## config.mk

```make
export PLATFORM = sky130hd
export DESIGN_NAME = capacitive_touch_detector
export DESIGN_NICKNAME = d
export VERILOG_FILES = /design/src/rtl/core/ctd_pkg.sv /design/src/rtl/core/ctd_cal_div.sv /design/src/rtl/core/ctd_track.sv /design/src/rtl/core/ctd_state.sv /design/src/rtl/core/capacitive_touch_detector.sv
export SDC_FILE = /design/constraint.sdc
export NUM_CORES = 1
export LEC_CHECK = 0
export BUFFER_PORTS_ARGS = -buffer_cell sky130_fd_sc_hd__buf_2
export CORE_UTILIZATION = 55
export CTS_CLUSTER_DIAMETER = 60
export DETAILED_ROUTE_END_ITERATION = 10
export PLACE_DENSITY = 0.74
export SYNTH_ARGS = -nofsm -noshare
export SYNTH_HDL_FRONTEND = slang
export SYNTH_SLANG_ARGS = --single-unit
```

## constraint.sdc

```tcl
create_clock -name i_clk -period 12.41 [get_ports i_clk]
set_clock_uncertainty 0.2 [all_clocks]
set_input_delay 0.6205 -clock i_clk [delete_from_list [all_inputs] [get_ports i_clk]]
set_output_delay 0.6205 -clock i_clk [all_outputs]
set_load 0.01 [all_outputs]
```

## src/rtl/core/ctd_pkg.sv

```systemverilog
// Shared types and constants for the capacitive touch detector.
`default_nettype none

package ctd_pkg;

    localparam int unsigned LVL_W     = 13;  // charge level, baseline, threshold
    localparam int unsigned SUM_W     = 20;  // calibration accumulator
    localparam int unsigned CNT_W     = 7;   // calibration sample counter
    localparam int unsigned RUN_W     = 4;   // debounce run counters
    localparam int unsigned DRIFT_W   = 4;   // drift shift register
    localparam int unsigned CFG_IDX_W = 2;

    // Tracking accumulator holds baseline << 15 plus a level.
    localparam int unsigned TRK_W = LVL_W + (2 ** DRIFT_W);

    localparam logic [RUN_W-1:0] RUN_MAX = '1;

    // Threshold is baseline / 12, done as (baseline >> 2) * 2731 >> 13.
    localparam int unsigned THR_DIV      = 12;
    localparam int unsigned DIV3_MUL_W   = 12;
    localparam int unsigned DIV3_MUL     = 2731;
    localparam int unsigned DIV3_SHIFT   = 13;

    localparam logic [LVL_W-1:0]   RST_THRESHOLD_FLOOR = 13'd120;
    localparam logic [RUN_W-1:0]   RST_PRESS_COUNT     = 4'd2;
    localparam logic [RUN_W-1:0]   RST_RELEASE_COUNT   = 4'd3;
    localparam logic [DRIFT_W-1:0] RST_DRIFT_SHIFT     = 4'd5;

    typedef enum logic [CFG_IDX_W-1:0] {
        CFG_THRESHOLD_FLOOR = 2'd0,
        CFG_PRESS_COUNT     = 2'd1,
        CFG_RELEASE_COUNT   = 2'd2,
        CFG_DRIFT_SHIFT     = 2'd3
    } t_cfg_index;

    typedef struct packed {
        logic [LVL_W-1:0]   threshold_floor;
        logic [RUN_W-1:0]   press_count;
        logic [RUN_W-1:0]   release_count;
        logic [DRIFT_W-1:0] drift_shift;
    } t_cfg;

    typedef struct packed {
        logic             is_pressed;
        logic             taken_event;
        logic             is_calibrated;
        logic             below_level;
        logic [LVL_W-1:0] baseline_out;
        logic [LVL_W-1:0] threshold_out;
        logic [LVL_W-1:0] last_level;
    } t_result;

    typedef struct packed {
        logic             pressed;
        logic             event_flag;
        logic             calibrated;
        logic [RUN_W-1:0] low_run;
        logic [RUN_W-1:0] high_run;
    } t_status;

endpackage

`default_nettype wire

```

## src/rtl/core/ctd_cal_div.sv

```systemverilog
// Calibration average and its threshold by constant reciprocal multiplication.
`default_nettype none

module ctd_cal_div #(
    parameter int unsigned CAL_SAMPLES = 24
) (
    input  logic [ctd_pkg::SUM_W-1:0] i_sum,
    output logic [ctd_pkg::LVL_W-1:0] o_baseline,
    output logic [ctd_pkg::LVL_W-1:0] o_thr_raw
);
    import ctd_pkg::*;

    localparam int unsigned MUL_W  = SUM_W + 1;
    localparam int unsigned PROD_W = SUM_W + MUL_W;

    // floor(x / d) = (x * ceil(2^(N+L) / d)) >> (N+L) for every x below 2^N,
    // with L = clog2(d). The threshold divides the sum by 12 * d directly.
    localparam int unsigned AvgDiv = CAL_SAMPLES;
    localparam int unsigned ThrDiv = CAL_SAMPLES * THR_DIV;
    localparam int unsigned AvgL   = $clog2(AvgDiv);
    localparam int unsigned ThrL   = $clog2(ThrDiv);
    localparam logic [63:0] AvgMul =
        ((64'd1 << (SUM_W + AvgL)) + 64'(AvgDiv) - 64'd1) / 64'(AvgDiv);
    localparam logic [63:0] ThrMul =
        ((64'd1 << (SUM_W + ThrL)) + 64'(ThrDiv) - 64'd1) / 64'(ThrDiv);

    logic [PROD_W-1:0] avg_prod;
    logic [PROD_W-1:0] thr_prod;
    logic [PROD_W-1:0] avg_quo;
    logic [PROD_W-1:0] thr_quo;

    assign avg_prod = PROD_W'(i_sum) * PROD_W'(AvgMul[MUL_W-1:0]);
    assign thr_prod = PROD_W'(i_sum) * PROD_W'(ThrMul[MUL_W-1:0]);
    assign avg_quo  = avg_prod >> (SUM_W + AvgL);
    assign thr_quo  = thr_prod >> (SUM_W + ThrL);

    assign o_baseline = avg_quo[LVL_W-1:0];
    assign o_thr_raw  = thr_quo[LVL_W-1:0];

endmodule

`default_nettype wire

```

## src/rtl/core/ctd_track.sv

```systemverilog
// Baseline drift tracking filter and the threshold derived from the new baseline.
`default_nettype none

module ctd_track (
    input  logic [ctd_pkg::LVL_W-1:0]   i_baseline,
    input  logic [ctd_pkg::LVL_W-1:0]   i_level,
    input  logic [ctd_pkg::DRIFT_W-1:0] i_shift,
    output logic [ctd_pkg::LVL_W-1:0]   o_baseline,
    output logic [ctd_pkg::LVL_W-1:0]   o_thr_raw
);
    import ctd_pkg::*;

    localparam int unsigned Q_W    = LVL_W - 2;
    localparam int unsigned PROD_W = Q_W + DIV3_MUL_W;

    logic [TRK_W-1:0]  base_wide;
    logic [TRK_W-1:0]  acc;
    logic [TRK_W-1:0]  filtered;
    logic [LVL_W-1:0]  base_new;
    logic [PROD_W-1:0] div_prod;

    // baseline * (2^s - 1) + level, written as a shift and a subtract.
    assign base_wide = TRK_W'(i_baseline);
    assign acc       = (base_wide << i_shift) - base_wide + TRK_W'(i_level);
    assign filtered  = acc >> i_shift;
    assign base_new  = filtered[LVL_W-1:0];

    assign div_prod  = PROD_W'(base_new[LVL_W-1:2]) * PROD_W'(DIV3_MUL);

    assign o_baseline = base_new;
    assign o_thr_raw  = LVL_W'(div_prod[PROD_W-1:DIV3_SHIFT]);

endmodule

`default_nettype wire

```

## src/rtl/core/ctd_state.sv

```systemverilog
// Detector state registers with calibration, tracking and debounce update.
`default_nettype none

module ctd_state #(
    parameter int unsigned CAL_SAMPLES = 24
) (
    input  logic                      i_clk,
    input  logic                      i_rst_n,
    input  logic                      i_step,
    input  logic                      i_req_type,
    input  logic [ctd_pkg::LVL_W-1:0] i_level,
    input  ctd_pkg::t_cfg             i_cfg,
    output ctd_pkg::t_result          o_result,
    output ctd_pkg::t_status          o_status
);
    import ctd_pkg::*;

    localparam logic [CNT_W-1:0] CalCount = CNT_W'(CAL_SAMPLES);

    logic [CNT_W-1:0] r_cal_cnt, n_cal_cnt;
    logic [SUM_W-1:0] r_cal_sum, n_cal_sum;
    logic [LVL_W-1:0] r_baseline, n_baseline;
    logic [LVL_W-1:0] r_threshold, n_threshold;
    logic [LVL_W-1:0] r_recent, n_recent;
    logic [RUN_W-1:0] r_low_run, n_low_run;
    logic [RUN_W-1:0] r_high_run, n_high_run;
    logic             r_pressed, n_pressed;
    logic             r_event, n_event;

    logic [SUM_W-1:0] sum_inc;
    logic [LVL_W-1:0] cal_baseline;
    logic [LVL_W-1:0] cal_thr_raw;
    logic [LVL_W-1:0] trk_baseline;
    logic [LVL_W-1:0] trk_thr_raw;
    logic             below;
    logic             taken;

    function automatic logic [LVL_W-1:0] floor_max(input logic [LVL_W-1:0] raw,
                                                   input logic [LVL_W-1:0] floor_val);
        return (raw < floor_val) ? floor_val : raw;
    endfunction

    assign sum_inc = r_cal_sum + SUM_W'(i_level);

    ctd_cal_div #(
        .CAL_SAMPLES (CAL_SAMPLES)
    ) u_cal_div (
        .i_sum      (sum_inc),
        .o_baseline (cal_baseline),
        .o_thr_raw  (cal_thr_raw)
    );

    ctd_track u_track (
        .i_baseline (r_baseline),
        .i_level    (i_level),
        .i_shift    (i_cfg.drift_shift),
        .o_baseline (trk_baseline),
        .o_thr_raw  (trk_thr_raw)
    );

    always_comb begin
        n_cal_cnt   = r_cal_cnt;
        n_cal_sum   = r_cal_sum;
        n_baseline  = r_baseline;
        n_threshold = r_threshold;
        n_recent    = r_recent;
        n_low_run   = r_low_run;
        n_high_run  = r_high_run;
        n_pressed   = r_pressed;
        n_event     = r_event;
        taken       = 1'b0;
        below       = 1'b0;

        if (i_req_type) begin
            taken   = r_event;
            n_event = 1'b0;
        end else if (r_cal_cnt < CalCount) begin
            n_cal_sum = sum_inc;
            n_cal_cnt = r_cal_cnt + 1'b1;
            if (n_cal_cnt >= CalCount) begin
                n_baseline  = cal_baseline;
                n_threshold = floor_max(cal_thr_raw, i_cfg.threshold_floor);
                n_recent    = cal_baseline;
            end
        end else begin
            n_recent = i_level;
            below = ({1'b0, i_level} + {1'b0, r_threshold}) < {1'b0, r_baseline};

            // The baseline only follows the sensor while nothing touches it.
            if (!r_pressed && !below) begin
                n_baseline  = trk_baseline;
                n_threshold = floor_max(trk_thr_raw, i_cfg.threshold_floor);
            end

            if (below) begin
                n_low_run  = (r_low_run == RUN_MAX) ? r_low_run : r_low_run + 1'b1;
                n_high_run = '0;
                if (!r_pressed && n_low_run >= i_cfg.press_count) begin
                    n_pressed = 1'b1;
                    n_event   = 1'b1;
                end
            end else begin
                n_high_run = (r_high_run == RUN_MAX) ? r_high_run : r_high_run + 1'b1;
                n_low_run  = '0;
                if (r_pressed && n_high_run >= i_cfg.release_count) begin
                    n_pressed = 1'b0;
                end
            end
        end
    end

    always_ff @(posedge i_clk) begin
        if (!i_rst_n) begin
            r_cal_cnt   <= '0;
            r_cal_sum   <= '0;
            r_baseline  <= '0;
            r_threshold <= '0;
            r_recent    <= '0;
            r_low_run   <= '0;
            r_high_run  <= '0;
            r_pressed   <= 1'b0;
            r_event     <= 1'b0;
        end else if (i_step) begin
            r_cal_cnt   <= n_cal_cnt;
            r_cal_sum   <= n_cal_sum;
            r_baseline  <= n_baseline;
            r_threshold <= n_threshold;
            r_recent    <= n_recent;
            r_low_run   <= n_low_run;
            r_high_run  <= n_high_run;
            r_pressed   <= n_pressed;
            r_event     <= n_event;
        end
    end

    assign o_result.is_pressed    = n_pressed;
    assign o_result.taken_event   = taken;
    assign o_result.is_calibrated = (n_cal_cnt >= CalCount);
    assign o_result.below_level   = below;
    assign o_result.baseline_out  = n_baseline;
    assign o_result.threshold_out = n_threshold;
    assign o_result.last_level    = n_recent;

    assign o_status.pressed    = r_pressed;
    assign o_status.event_flag = r_event;
    assign o_status.calibrated = (r_cal_cnt >= CalCount);
    assign o_status.low_run    = r_low_run;
    assign o_status.high_run   = r_high_run;

endmodule

`default_nettype wire

```

## src/rtl/core/capacitive_touch_detector.sv

```systemverilog
// Path: an accepted item is held in the input register, then its result is written to the
// result register and shown on the master side.
// Throughput: one item per cycle unless the result register is held; the state update for an
// item is one pass of logic between the input register and the result register.
// Reset: synchronous, active low; clears the detector state and the handshakes and
// loads the configuration registers with their default values.
`default_nettype none

module capacitive_touch_detector #(
    parameter int unsigned CAL_SAMPLES = 24
) (
    input  logic                          i_clk,
    input  logic                          i_rst_n,
    // Input item stream
    input  logic                          i_s_tvalid,
    output logic                          o_s_tready,
    input  logic [15:0]                   i_s_tdata,  // [12:0] sample_level
    input  logic                          i_s_tuser,  // [0] req_type
    // Result item stream
    output logic                          o_m_tvalid,
    input  logic                          i_m_tready,
    // [0] is_pressed, [1] taken_event, [2] is_calibrated, [3] below_level,
    // [16:4] baseline_out, [29:17] threshold_out, [42:30] last_level
    output logic [47:0]                   o_m_tdata,
    // Configuration writes
    input  logic                          i_cfg_valid,
    output logic                          o_cfg_ready,
    input  logic [ctd_pkg::CFG_IDX_W-1:0] i_cfg_index,
    input  logic [ctd_pkg::LVL_W-1:0]     i_cfg_data
);
    import ctd_pkg::*;

    logic             r_in_valid;
    logic             r_in_req;
    logic [LVL_W-1:0] r_in_level;
    logic             r_out_valid;
    t_result          r_out;
    t_cfg             r_cfg;

    logic    w_advance;
    t_result w_result;
    t_status st;

    // The input register moves on whenever the result register is free or drains.
    assign w_advance  = r_in_valid && (!r_out_valid || i_m_tready);
    assign o_s_tready = !r_in_valid || w_advance;
    assign o_cfg_ready = 1'b1;

    always_ff @(posedge i_clk) begin
        if (!i_rst_n) begin
            r_cfg.threshold_floor <= RST_THRESHOLD_FLOOR;
            r_cfg.press_count     <= RST_PRESS_COUNT;
            r_cfg.release_count   <= RST_RELEASE_COUNT;
            r_cfg.drift_shift     <= RST_DRIFT_SHIFT;
        end else if (i_cfg_valid) begin
            unique case (t_cfg_index'(i_cfg_index))
                CFG_THRESHOLD_FLOOR: r_cfg.threshold_floor <= i_cfg_data;
                CFG_PRESS_COUNT:     r_cfg.press_count     <= i_cfg_data[RUN_W-1:0];
                CFG_RELEASE_COUNT:   r_cfg.release_count   <= i_cfg_data[RUN_W-1:0];
                CFG_DRIFT_SHIFT:     r_cfg.drift_shift     <= i_cfg_data[DRIFT_W-1:0];
                default: begin
                end
            endcase
        end
    end

    always_ff @(posedge i_clk) begin
        if (!i_rst_n) begin
            r_in_valid <= 1'b0;
        end else if (o_s_tready) begin
            r_in_valid <= i_s_tvalid;
        end
    end

    always_ff @(posedge i_clk) begin
        if (o_s_tready && i_s_tvalid) begin
            r_in_req   <= i_s_tuser;
            r_in_level <= i_s_tdata[LVL_W-1:0];
        end
    end

    ctd_state #(
        .CAL_SAMPLES (CAL_SAMPLES)
    ) u_state (
        .i_clk      (i_clk),
        .i_rst_n    (i_rst_n),
        .i_step     (w_advance),
        .i_req_type (r_in_req),
        .i_level    (r_in_level),
        .i_cfg      (r_cfg),
        .o_result   (w_result),
        .o_status   (st)
    );

    always_ff @(posedge i_clk) begin
        if (!i_rst_n) begin
            r_out_valid <= 1'b0;
        end else if (w_advance) begin
            r_out_valid <= 1'b1;
        end else if (i_m_tready) begin
            r_out_valid <= 1'b0;
        end
    end

    always_ff @(posedge i_clk) begin
        if (w_advance) begin
            r_out <= w_result;
        end
    end

    assign o_m_tvalid = r_out_valid;
    assign o_m_tdata  = {5'b0, r_out.last_level, r_out.threshold_out, r_out.baseline_out,
                         r_out.below_level, r_out.is_calibrated, r_out.taken_event,
                         r_out.is_pressed};

    // A sample always clears one of the two run counters.
    assert property (@(posedge i_clk) disable iff (!i_rst_n)
        st.low_run == '0 || st.high_run == '0)
        else $error("both debounce run counters are nonzero");

    // A press can only be declared against a formed baseline.
    assert property (@(posedge i_clk) disable iff (!i_rst_n)
        st.pressed |-> st.calibrated)
        else $error("pressed state set before calibration finished");

    // A take request leaves the press event cleared.
    assert property (@(posedge i_clk) disable iff (!i_rst_n)
        w_advance && r_in_req |=> !st.event_flag)
        else $error("press event still latched after a take request");

endmodule

`default_nettype wire
```

==> metrics.md, run 1 <==
| Metric | Value |
|---|---|
| Status | `finished, final reports clean` |
| Top_reg_cell synth | `dfxtp_1` |
| Post-synthesis sequential area ratio | `0.1461` |
| GPL Wtd Cong | `0.9769` |
| Vias per cell | `5.994` |
| Crit path to | `o_m_tdata[22]` |
| Final HPWL DP | `a little over 60,000 µm` |
| EDFF count, synth | `57` |
| Worst setup SP type | `register` |
| Nets | `3,759` |
| Cells after DPL | `3,535` |
| Ys Warns | `0` |
| Vias | `21,500` |
| Synth Instances | `2,847` |
| Final global-route overflow total | `0` |
| Area leader, netlist | `ha_1` |
| FF-to-FF End | `o_m_tdata[22]` |
| All-Layer GR Usage | `0.3183` |
| Chip width | `218.7 µm` |
| Critical Path Fanout Max | `8` |
| H-tree depth | `4` |
| Latest clock arrival within the worst-skew pair | `0.49 ns` |
| Worst-Margin Slew | `roughly 1.3 ns` |
| Critical path arrival | `between 10 and 15 ns` |
| Distinct cells, synth | `94` |
| Iter 0 DRT Violations | `1,918` |
| Final Non-Filler Cells | `3,587` |
| I/O pins | `88` |
| Final worst-path cycle share | `0.9668` |
| Period minus WS final | `between 10 and 15 ns` |
| Slew HR | `0.1201` |
| Starting density of the core | `0.5559` |
| CTS max path bufs | `2` |
| Vias in the first global route | `22,060` |
| Final TNS setup | `0 ns` |
| Mapped Area | `25,820 µm²` |
| CTS tree | `built` |
| Worst R2R Start | `u_state.r_baseline[0]` |
| Port-buffer cells | `78` |
| Max-Cap Viols | `0` |
| Crit path required time | `12.42 ns` |
| Critical Path Source | `u_state.r_baseline[0]` |
| Max-slew violation count | `0` |
| # DRC | `0` |
| Most frequent cells in the layout | `ha_1, inv_1, fa_1` |
| Worst hold-check path type | `primary input to register` |
| Pin count of the biggest net entering global routing | `slightly above 70` |
| Root Buffer | `clkbuf_16` |
| Syn Area/Cell | `9.071 µm²` |
| Yosys reg bits | `160` |
| Setup Viol. Count Final | `0` |
| Final Hold Viols | `0` |
| WL/cell | `20.74 µm` |
| Achievable frequency | `83.35 MHz` |
| Die ar. | `47,830 µm²` |
| Initial antenna violation count | `0` |
| Most common cell after layout, fill and taps aside | `ha_1` |
| Asr flop ratio synth | `0` |
| Remaining antenna violation count | `0` |
| First-pass GRT wire length | `117,200 µm` |
| Slowest CP cell | `dfxtp_1` |
| Area growth from synthesis to layout | `9.249%` |
| DR pass1 iterations | `6` |
| Ant diodes | `0` |
| Die Height | `218.7 µm` |
| CP Class | `register to register` |
| Clock transition at path regs | `0.07 ns` |
| Place WS | `0.1034 ns` |
| Reg2Reg Setup Slack | `0.41 ns` |
| Layout cells sized above 1 | `0.1060` |
| Clk sink count | `160` |
| Worst r2r path cells | `48` |
| Row count | `slightly below 80` |
| CTS buffer count | `17` |
| Post-Route WL | `74,410 µm` |
| Setup crit end kind | `register` |
| Core ar. | `between 40,000 and 50,000 µm²` |
| Share of the synthesized area in the top cell type | `0.2316` |
| Worst path max stage delay | `0.58 ns` |
| Worst setup margin | `0.4119 ns` |
| Synth top area cells | `ha_1, fa_1, dfxtp_1` |
[synth_stat cells, types with 16 or more instances]
| master | n |
|---|---|
| nor2_1 | 175 |
| o21ai_0 | 105 |
| nand3_1 | 45 |
| nand4_1 | 23 |
| o21a_1 | 20 |
| fa_1 | 277 |
| and2_1 | 16 |
| ha_1 | 478 |
| o31ai_1 | 16 |
| a22oi_1 | 18 |
| a21o_1 | 53 |
| inv_1 | 478 |
| xnor2_1 | 68 |
| dfxtp_1 | 103 |
| edfxtp_1 | 57 |
| xor2_1 | 28 |
| o21bai_1 | 21 |
| nor3_1 | 49 |
| a21oi_1 | 164 |
| nand2b_1 | 20 |
| nand2_1 | 230 |
| a211oi_1 | 26 |
| mux2i_1 | 49 |
| clkbuf_1 | 50 |
[worst min path at each step]
stage / from / endpoint / slack [ns] / cells past startpoint
finish: i_s_tdata[6] / r_in_level[6] / 0.11 / 1
global route: i_s_tdata[6] / r_in_level[6] / 0.10 / 1
detailed placement: u_state.r_cal_sum[5] / u_state.r_cal_sum[5] / 0.25 / 2
floorplan: u_state.r_recent[3] / u_state.r_recent[3] / 0.24 / 2
global placement: u_state.r_recent[7] / u_state.r_recent[7] / 0.24 / 2
CTS: i_s_tdata[6] / r_in_level[6] / 0.09 / 1
[final cells by class]
class	instances	area (µm²)
Multi-Input combinational cell	2129	20130
Inverter	481	1814
Sequential cell	160	3787
Fill cell	4032	18240
Tap cell	607	759.5
Clock inverter	13	107.6
Timing Repair Buffer	178	1186
Clock buffer	19	432.9
[state kept, by name, indices dropped and copies added, names as in the netlist]
name and cells:
o_m_tdata 43, r_cfg 25, u_state.r_cal_sum 20, r_in_level 13, u_state.r_baseline 13, u_state.r_recent 13
u_state.r_threshold 13, u_state.r_cal_cnt 7, u_state.r_high_run 4, u_state.r_low_run 4, o_m_tvalid 1, r_in_req 1
r_in_valid 1, u_state.r_event 1, u_state.r_pressed 1
[worst max-delay path, delay by kind of cell, from the launching register on]
kind | cells | cell delay (ns)
flops | 1 | 0.58
compound gates | 23 | 4.24
fa+ha+maj | 9 | 3.81
mux | 3 | 0.59
buf+inv | 6 | 0.60
simple gates | 6 | 1.43
xor+xnor | 1 | 0.27
[stage by stage]
stage          utilization  cell area (µm²)  hold slack, ns
6_report            0.6073            28210          0.1133
5_1_grt             0.6073            28210          0.1032
4_1_cts             0.5988            27820         0.09053
3_3_place_gp        0.5872            27280          0.2428
3_5_place_dp        0.5872            27280          0.2522
2_1_floorplan            -            25840          0.2366
[repair_timing]
action | in CTS | in global routing
resized for setup | 0 | 62
setup endpoints to repair | 0 | 24
hold buffers | 0 | 0
setup buffers | 0 | 19
[logic make-up (layout without fill, tap and decap cells)]
group,Yosys count,in the layout,share of synthesized area
flops,160,160,0.1461
simple gates,638,638,0.1131
buf+inv,562,691,0.08338
xor+xnor,96,96,0.03256
mux,70,70,0.03217
compound gates,564,564,0.1461
fa+ha+maj,755,755,0.4463
other cells,2,6,0.0002908
[metal layers]
layer | global-route usage | share of wire | up-vias | wire (µm)
met5 | 0 | 0 | - | 0
li1 | - | - | 9961 | -
met2 | 0.5444 | 0.48 | 795 | 35990
met4 | 0.1347 | 0.044 | 0 | 3244
met3 | 0.04301 | 0.063 | 188 | 4690
met1 | 0.4015 | 0.41 | 10560 | 30490
Power of run 1 is not shown: default switching activity piles up to over one toggle a cycle in this logic, so the estimate is an artifact.
==> inputs of run 2 (changes only) <==
MAX_ROUTING_LAYER = met4   (was default)
==> run 2 against run 1 <==
Highest routed layer unchanged. Sequential share of layout area down 0.054 points. Utilization up 0.16 points. Die area unchanged. First-iteration DRC count down 3.4%. Critical path type unchanged. Design area up 0.27%. Via count down 0.56%.
==> metrics.md, run 2 (same netlist as run 1, synthesis figures left out) <==
| Metric | Value |
|---|---|
| Min-Delay Startpoint | `i_s_tdata[6]` |
| Post-DP Area | `27,320 µm² (+0.17%)` |
| Slew HR | `0.1377 (+0.01759)` |
| DR pass1 iterations | `7 (+1)` |
| # DRC | `0 (unchanged)` |
| Chip width | `218.7 µm (unchanged)` |
| Final HPWL DP | `60,980 µm (-0.93%)` |
| Final global-route overflow total | `0 (unchanged)` |
| Port-buffer cells | `78 (unchanged)` |
| Setup crit end kind | `register` |
| Worst hold-check path type | `primary input to register` |
| Initial antenna violation count | `1 (+1)` |
| Root Buffer | `clkbuf_16` |
| Latest clock arrival within the worst-skew pair | `0.48 ns (about the same)` |
| Worst-Margin Slew | `1.261 ns (-0.02572 ns)` |
| Die Height | `218.7 µm (unchanged)` |
| Starting density of the core | `0.5559 (unchanged)` |
| Row count | `79 (unchanged)` |
| Slowest CP cell | `fa_1` |
| Post-Route WL | `74,000 µm (-0.55%)` |
| Most common cell after layout, fill and taps aside | `ha_1` |
| Period minus WS final | `11.94 ns (-0.05944 ns)` |
| Max-Cap Viols | `0 (unchanged)` |
| GPL Wtd Cong | `0.9836 (+0.69%)` |
| CTS tree | `built` |
| Worst R2R Start | `r_cfg[0]` |
| First-pass GRT wire length | `116,700 µm (-0.46%)` |
| Setup Viol. Count Final | `0 (unchanged)` |
| Final hold slack | `0.1199 ns (+0.006536 ns)` |
| Clock transition at path regs | `0.08 ns (about the same)` |
| Vias per cell | `5.955 (-0.65%)` |
| Post-route cell area | `28,290 µm² (+0.27%)` |
| WL/cell | `20.61 µm (-0.63%)` |
| Max reg flops | `43 (unchanged)` |
| Critical path arrival | `11.97 ns (-0.04 ns)` |
| Status | `finished, final reports clean` |
| Clk sink count | `160 (unchanged)` |
| CP bufs+invs | `7 (+1)` |
| Pin count of the biggest net entering global routing | `72 (unchanged)` |
| CTS buffer count | `17 (unchanged)` |
| Remaining antenna violation count | `0 (unchanged)` |
| Ant diodes | `0 (unchanged)` |
| Critical Path Fanout Max | `11 (+3)` |
| Most frequent cells in the layout | `ha_1, inv_1, fa_1` |
| Layout cells sized above 1 | `0.1053 (-0.0007771)` |
| H-tree depth | `4 (unchanged)` |
| CP top delay family | `compound AO/OA/AOI/OAI gates` |
| Vias | `21,380 (-0.56%)` |
| Nets | `3,762 (+0.080%)` |
| Cell mode on critical path | `fa_1` |
| All-Layer GR Usage | `0.3263 (+0.008029)` |
| Die ar. | `47,830 µm² (unchanged)` |
| Area growth from synthesis to layout | `9.544%` |
| Critical Path Source | `r_cfg[0]` |
| Worst setup SP type | `register` |
| Crit path required time | `12.44 ns (+0.02 ns)` |
| Max-slew violation count | `0 (unchanged)` |
| Final TNS setup | `0 ns (unchanged)` |
| Core ar. | `46,460 µm² (unchanged)` |
| CTS max path bufs | `2 (unchanged)` |
| Iter 0 DRT Violations | `1,853 (-3.4%)` |
| Final Hold Viols | `0 (unchanged)` |
| I/O pins | `88 (unchanged)` |
| Final worst-path cycle share | `0.9620 (-0.004789)` |
| Worst path max stage delay | `0.55 ns (-0.03 ns)` |
| Achievable frequency | `83.76 MHz (+0.50%)` |
| CP Class | `register to register` |
| Vias in the first global route | `21,870 (-0.84%)` |
run 2: stage by stage:
stage,util,setup WS (ns),cells
after detailed placement,0.5881,0.1364,3541
after floorplan,-,0.03585,2851
after global routing,0.6089,-0.07300,3590
final,0.6089,0.4714,3590
after CTS,0.6009,0.06894,3573
after global placement,0.5881,0.2769,3541
run 2: area by class of cell:
class                           count  area (µm²)
Multi-Input combinational cell   2129       20140
Clock inverter                     12       117.6
Fill cell                        3914       18170
Inverter                          481        1814
Timing Repair Buffer              181        1196
Sequential cell                   160        3782
Clock buffer                       20       478.0
Tap cell                          607       759.5
run 2: repair_timing:
action	in CTS	in global routing
endpoints found under the setup margin	0	24
resized for setup	0	52
buffers inserted	0	17
hold buffers	0	0
run 2: worst reg2reg max path, delay by kind of cell, from the launching register on:
family,cells,cell delay [ns]
AND/OR/NAND/NOR,10,1.33
flip-flops,1,0.38
adder cells (fa/ha/maj),9,3.58
multiplexers,5,1.28
buffers and inverters,7,0.79
XOR/XNOR,1,0.23
AO/OA/AOI/OAI,20,3.90
run 2: path summary, 6_finish.rpt:
check                                            end  slack [ns]  cells past startpoint
worst min-delay path                   r_in_level[6]        0.12                      1
worst min register to register  u_state.r_cal_sum[7]        0.26                      2
worst max-delay path                   o_m_tdata[18]        0.47                     52
worst max register to register         o_m_tdata[18]        0.47                     52
run 2: metal layers:
| metal | track usage | routed length, µm |
|---|---|---|
| met1 | 0.3991 | 30530 |
| met2 | 0.5469 | 36110 |
| met3 | 0.04092 | 4419 |
| met4 | 0.1280 | 2943 |
| met5 | - | 0 |
Power of run 2 is left out for the same reason.
==> inputs of run 3 (changes only) <==
PLACE_DENSITY = 0.71   (was 0.74)
clock period = 12 ns   (was 12.41 ns; I/O delays follow)
==> run 3 against run 2 <==
Via count hardly changed. Hold slack worse by 0.0088 ns. Cell count is 0.56% higher. Design area is 0.70% higher. Critical path depth is 3 lower. Die area stayed put. Utilization is 0.43 points higher. Sequential cell count stayed put. Sequential share of layout area is 0.085 points lower. Count of clock-buffer cells in the layout is 1 lower. First-iteration DRC count is 9.0% lower. Critical path type unchanged. Critical endpoint is now o_m_tdata[22]. Highest routed layer unchanged.
==> metrics.md, run 3 (same netlist as run 1, synthesis figures left out) <==
| Metric | Value |
|---|---|
| Status | `finished, final reports clean` |
| GPL Wtd Cong | `0.9779 (-0.58%)` |
| Most frequent cells in the layout | `ha_1, inv_1, fa_1` |
| DR pass1 iterations | `8 (+1)` |
| Max reg flops | `43 (unchanged)` |
| Chip width | `218.7 µm (unchanged)` |
| Final Hold Viols | `0 (unchanged)` |
| Final global-route overflow total | `0 (unchanged)` |
| Critical path arrival | `11.65 ns (-0.32 ns)` |
| Worst-Margin Slew | `1.194 ns (-0.06659 ns)` |
| Most common cell after layout, fill and taps aside | `ha_1` |
| Crit path required time | `11.99 ns (-0.45 ns)` |
| Critical Path Fanout Max | `8 (-3)` |
| CP Class | `register to register` |
| Layout cells sized above 1 | `0.1153 (+0.009993)` |
| Post-CTS Hold Buffers | `0 (unchanged)` |
| First-pass GRT wire length | `115,700 µm (-0.86%)` |
| CTS tree | `built` |
| H-tree depth | `4 (unchanged)` |
| Final hold slack | `0.1111 ns (-0.008814 ns)` |
| CTS max path bufs | `2 (unchanged)` |
| Post-route cell area | `28,490 µm² (+0.70%)` |
| Critical Path Source | `r_cfg[0]` |
| Pin count of the biggest net entering global routing | `64 (-11%)` |
| All-Layer GR Usage | `0.3224 (-0.003937)` |
| WL/cell | `20.19 µm (-2.0%)` |
| Final HPWL DP | `61,290 µm (+0.51%)` |
| Port-buffer cells | `78 (unchanged)` |
| Initial antenna violation count | `1 (unchanged)` |
| Post-Route WL | `72,890 µm (-1.5%)` |
| Row count | `79 (unchanged)` |
| Setup Viol. Count Final | `0 (unchanged)` |
| Setup crit end kind | `register` |
| CTS buffer count | `17 (unchanged)` |
| Cells after DPL | `3,563 (+0.62%)` |
| CP bufs+invs | `8 (+1)` |
| Achievable frequency | `85.73 MHz (+2.4%)` |
| Worst hold-check path type | `primary input to register` |
| Core ar. | `46,460 µm² (unchanged)` |
| Root Buffer | `clkbuf_16` |
| Post-Route Utilization | `0.6132 (+0.004282)` |
| Clk sink count | `160 (unchanged)` |
| Starting density of the core | `0.5559 (unchanged)` |
| Final Non-Filler Cells | `3,610 (+0.56%)` |
| Slew HR | `0.1832 (+0.04554)` |
| Die ar. | `47,830 µm² (unchanged)` |
| Vias per cell | `5.918 (-0.63%)` |
| I/O pins | `88 (unchanged)` |
| Final worst-path cycle share | `0.9720 (+0.009990)` |
| Latest clock arrival within the worst-skew pair | `0.46 ns (-0.02 ns)` |
| # DRC | `0 (unchanged)` |
| Clock transition at path regs | `0.07 ns (about the same)` |
| Vias in the first global route | `21,630 (-1.1%)` |
| Worst path max stage delay | `0.55 ns (about the same)` |
| Worst R2R Start | `r_cfg[0]` |
| Period minus WS final | `11.66 ns (-0.2746 ns)` |
| Remaining antenna violation count | `0 (unchanged)` |
| Area growth from synthesis to layout | `10.32%` |
| Post-DP Area | `27,520 µm² (+0.72%)` |
| Min-Delay Startpoint | `i_s_tdata[8]` |
| Max-slew violation count | `0 (unchanged)` |
| Worst setup SP type | `register` |
| CP top delay family | `adder cells` |
| Nets | `3,781 (+0.51%)` |
| Iter 0 DRT Violations | `1,686 (-9.0%)` |
| Vias | `21,360 (-0.075%)` |
| Die Height | `218.7 µm (unchanged)` |
| Max-Cap Viols | `0 (unchanged)` |
| Slowest CP cell | `fa_1` |
==> run 3: cell count changes in the layout (fill, tap and decap cells not counted), moves of 3 or more <==
cell	previous run	this run
o21ai_1	10	17
nor2_1	174	171
buf_4	98	115
nor2_2	2	5
o21ai_0	99	90
==> run 3: per-stage QoR <==
step | TNS, ns | setup WS [ns]
detailed placement | -0.5329 | -0.09372
CTS | 0 | 0.008513
finish | 0 | 0.3359
floorplan | 0 | 0.03823
global route | -0.09019 | -0.03005
global placement | 0 | 0.05843
==> run 3: final cells by class <==
class / instances / area, µm²
multi-input cells: 2129 / 20170
fillers: 4034 / 17970
flip-flops and latches: 160 / 3785
inverters: 481 / 1807
repair buffers: 200 / 1359
well taps: 607 / 759.5
clock buffers: 19 / 475.5
clock inverters: 13 / 132.6
diodes: 1 / 2.502
==> run 3: timing repair <==
item                                    CTS  global route
pin swaps                                 3            21
gates resized for setup                   8            68
setup buffers                             2            12
endpoints found under the setup margin   17            24
==> run 3: path summary, 6_finish.rpt <==
| check | endpoint | slack [ns] | depth (start not counted) |
|---|---|---|---|
| worst min-delay path | r_in_level[8] | 0.11 | 1 |
| worst min register to register | u_state.r_recent[3] | 0.25 | 2 |
| worst max register to register | o_m_tdata[22] | 0.34 | 49 |
| worst max-delay path | o_m_tdata[22] | 0.34 | 49 |
==> run 3: routing by layer <==
metal	wire (µm)	vias to the layer above	global-route usage
li1	-	10010	-
met1	30360	10410	0.3976
met2	35350	765	0.5405
met3	4526	174	0.04036
met4	2649	0	0.1178
met5	0	-	-
==> run 3: worst register-to-register path, delay by kind of cell (launching register included) <==
kind                     cells  cell delay (ns)
XOR/XNOR                     1             0.21
buffers and inverters        8             0.86
adder cells (fa/ha/maj)      9             3.75
AND/OR/NAND/NOR              8             1.38
flip-flops                   1             0.40
multiplexers                 3             1.04
AO/OA/AOI/OAI               20             3.54
Power of run 3 is left out for the same reason.
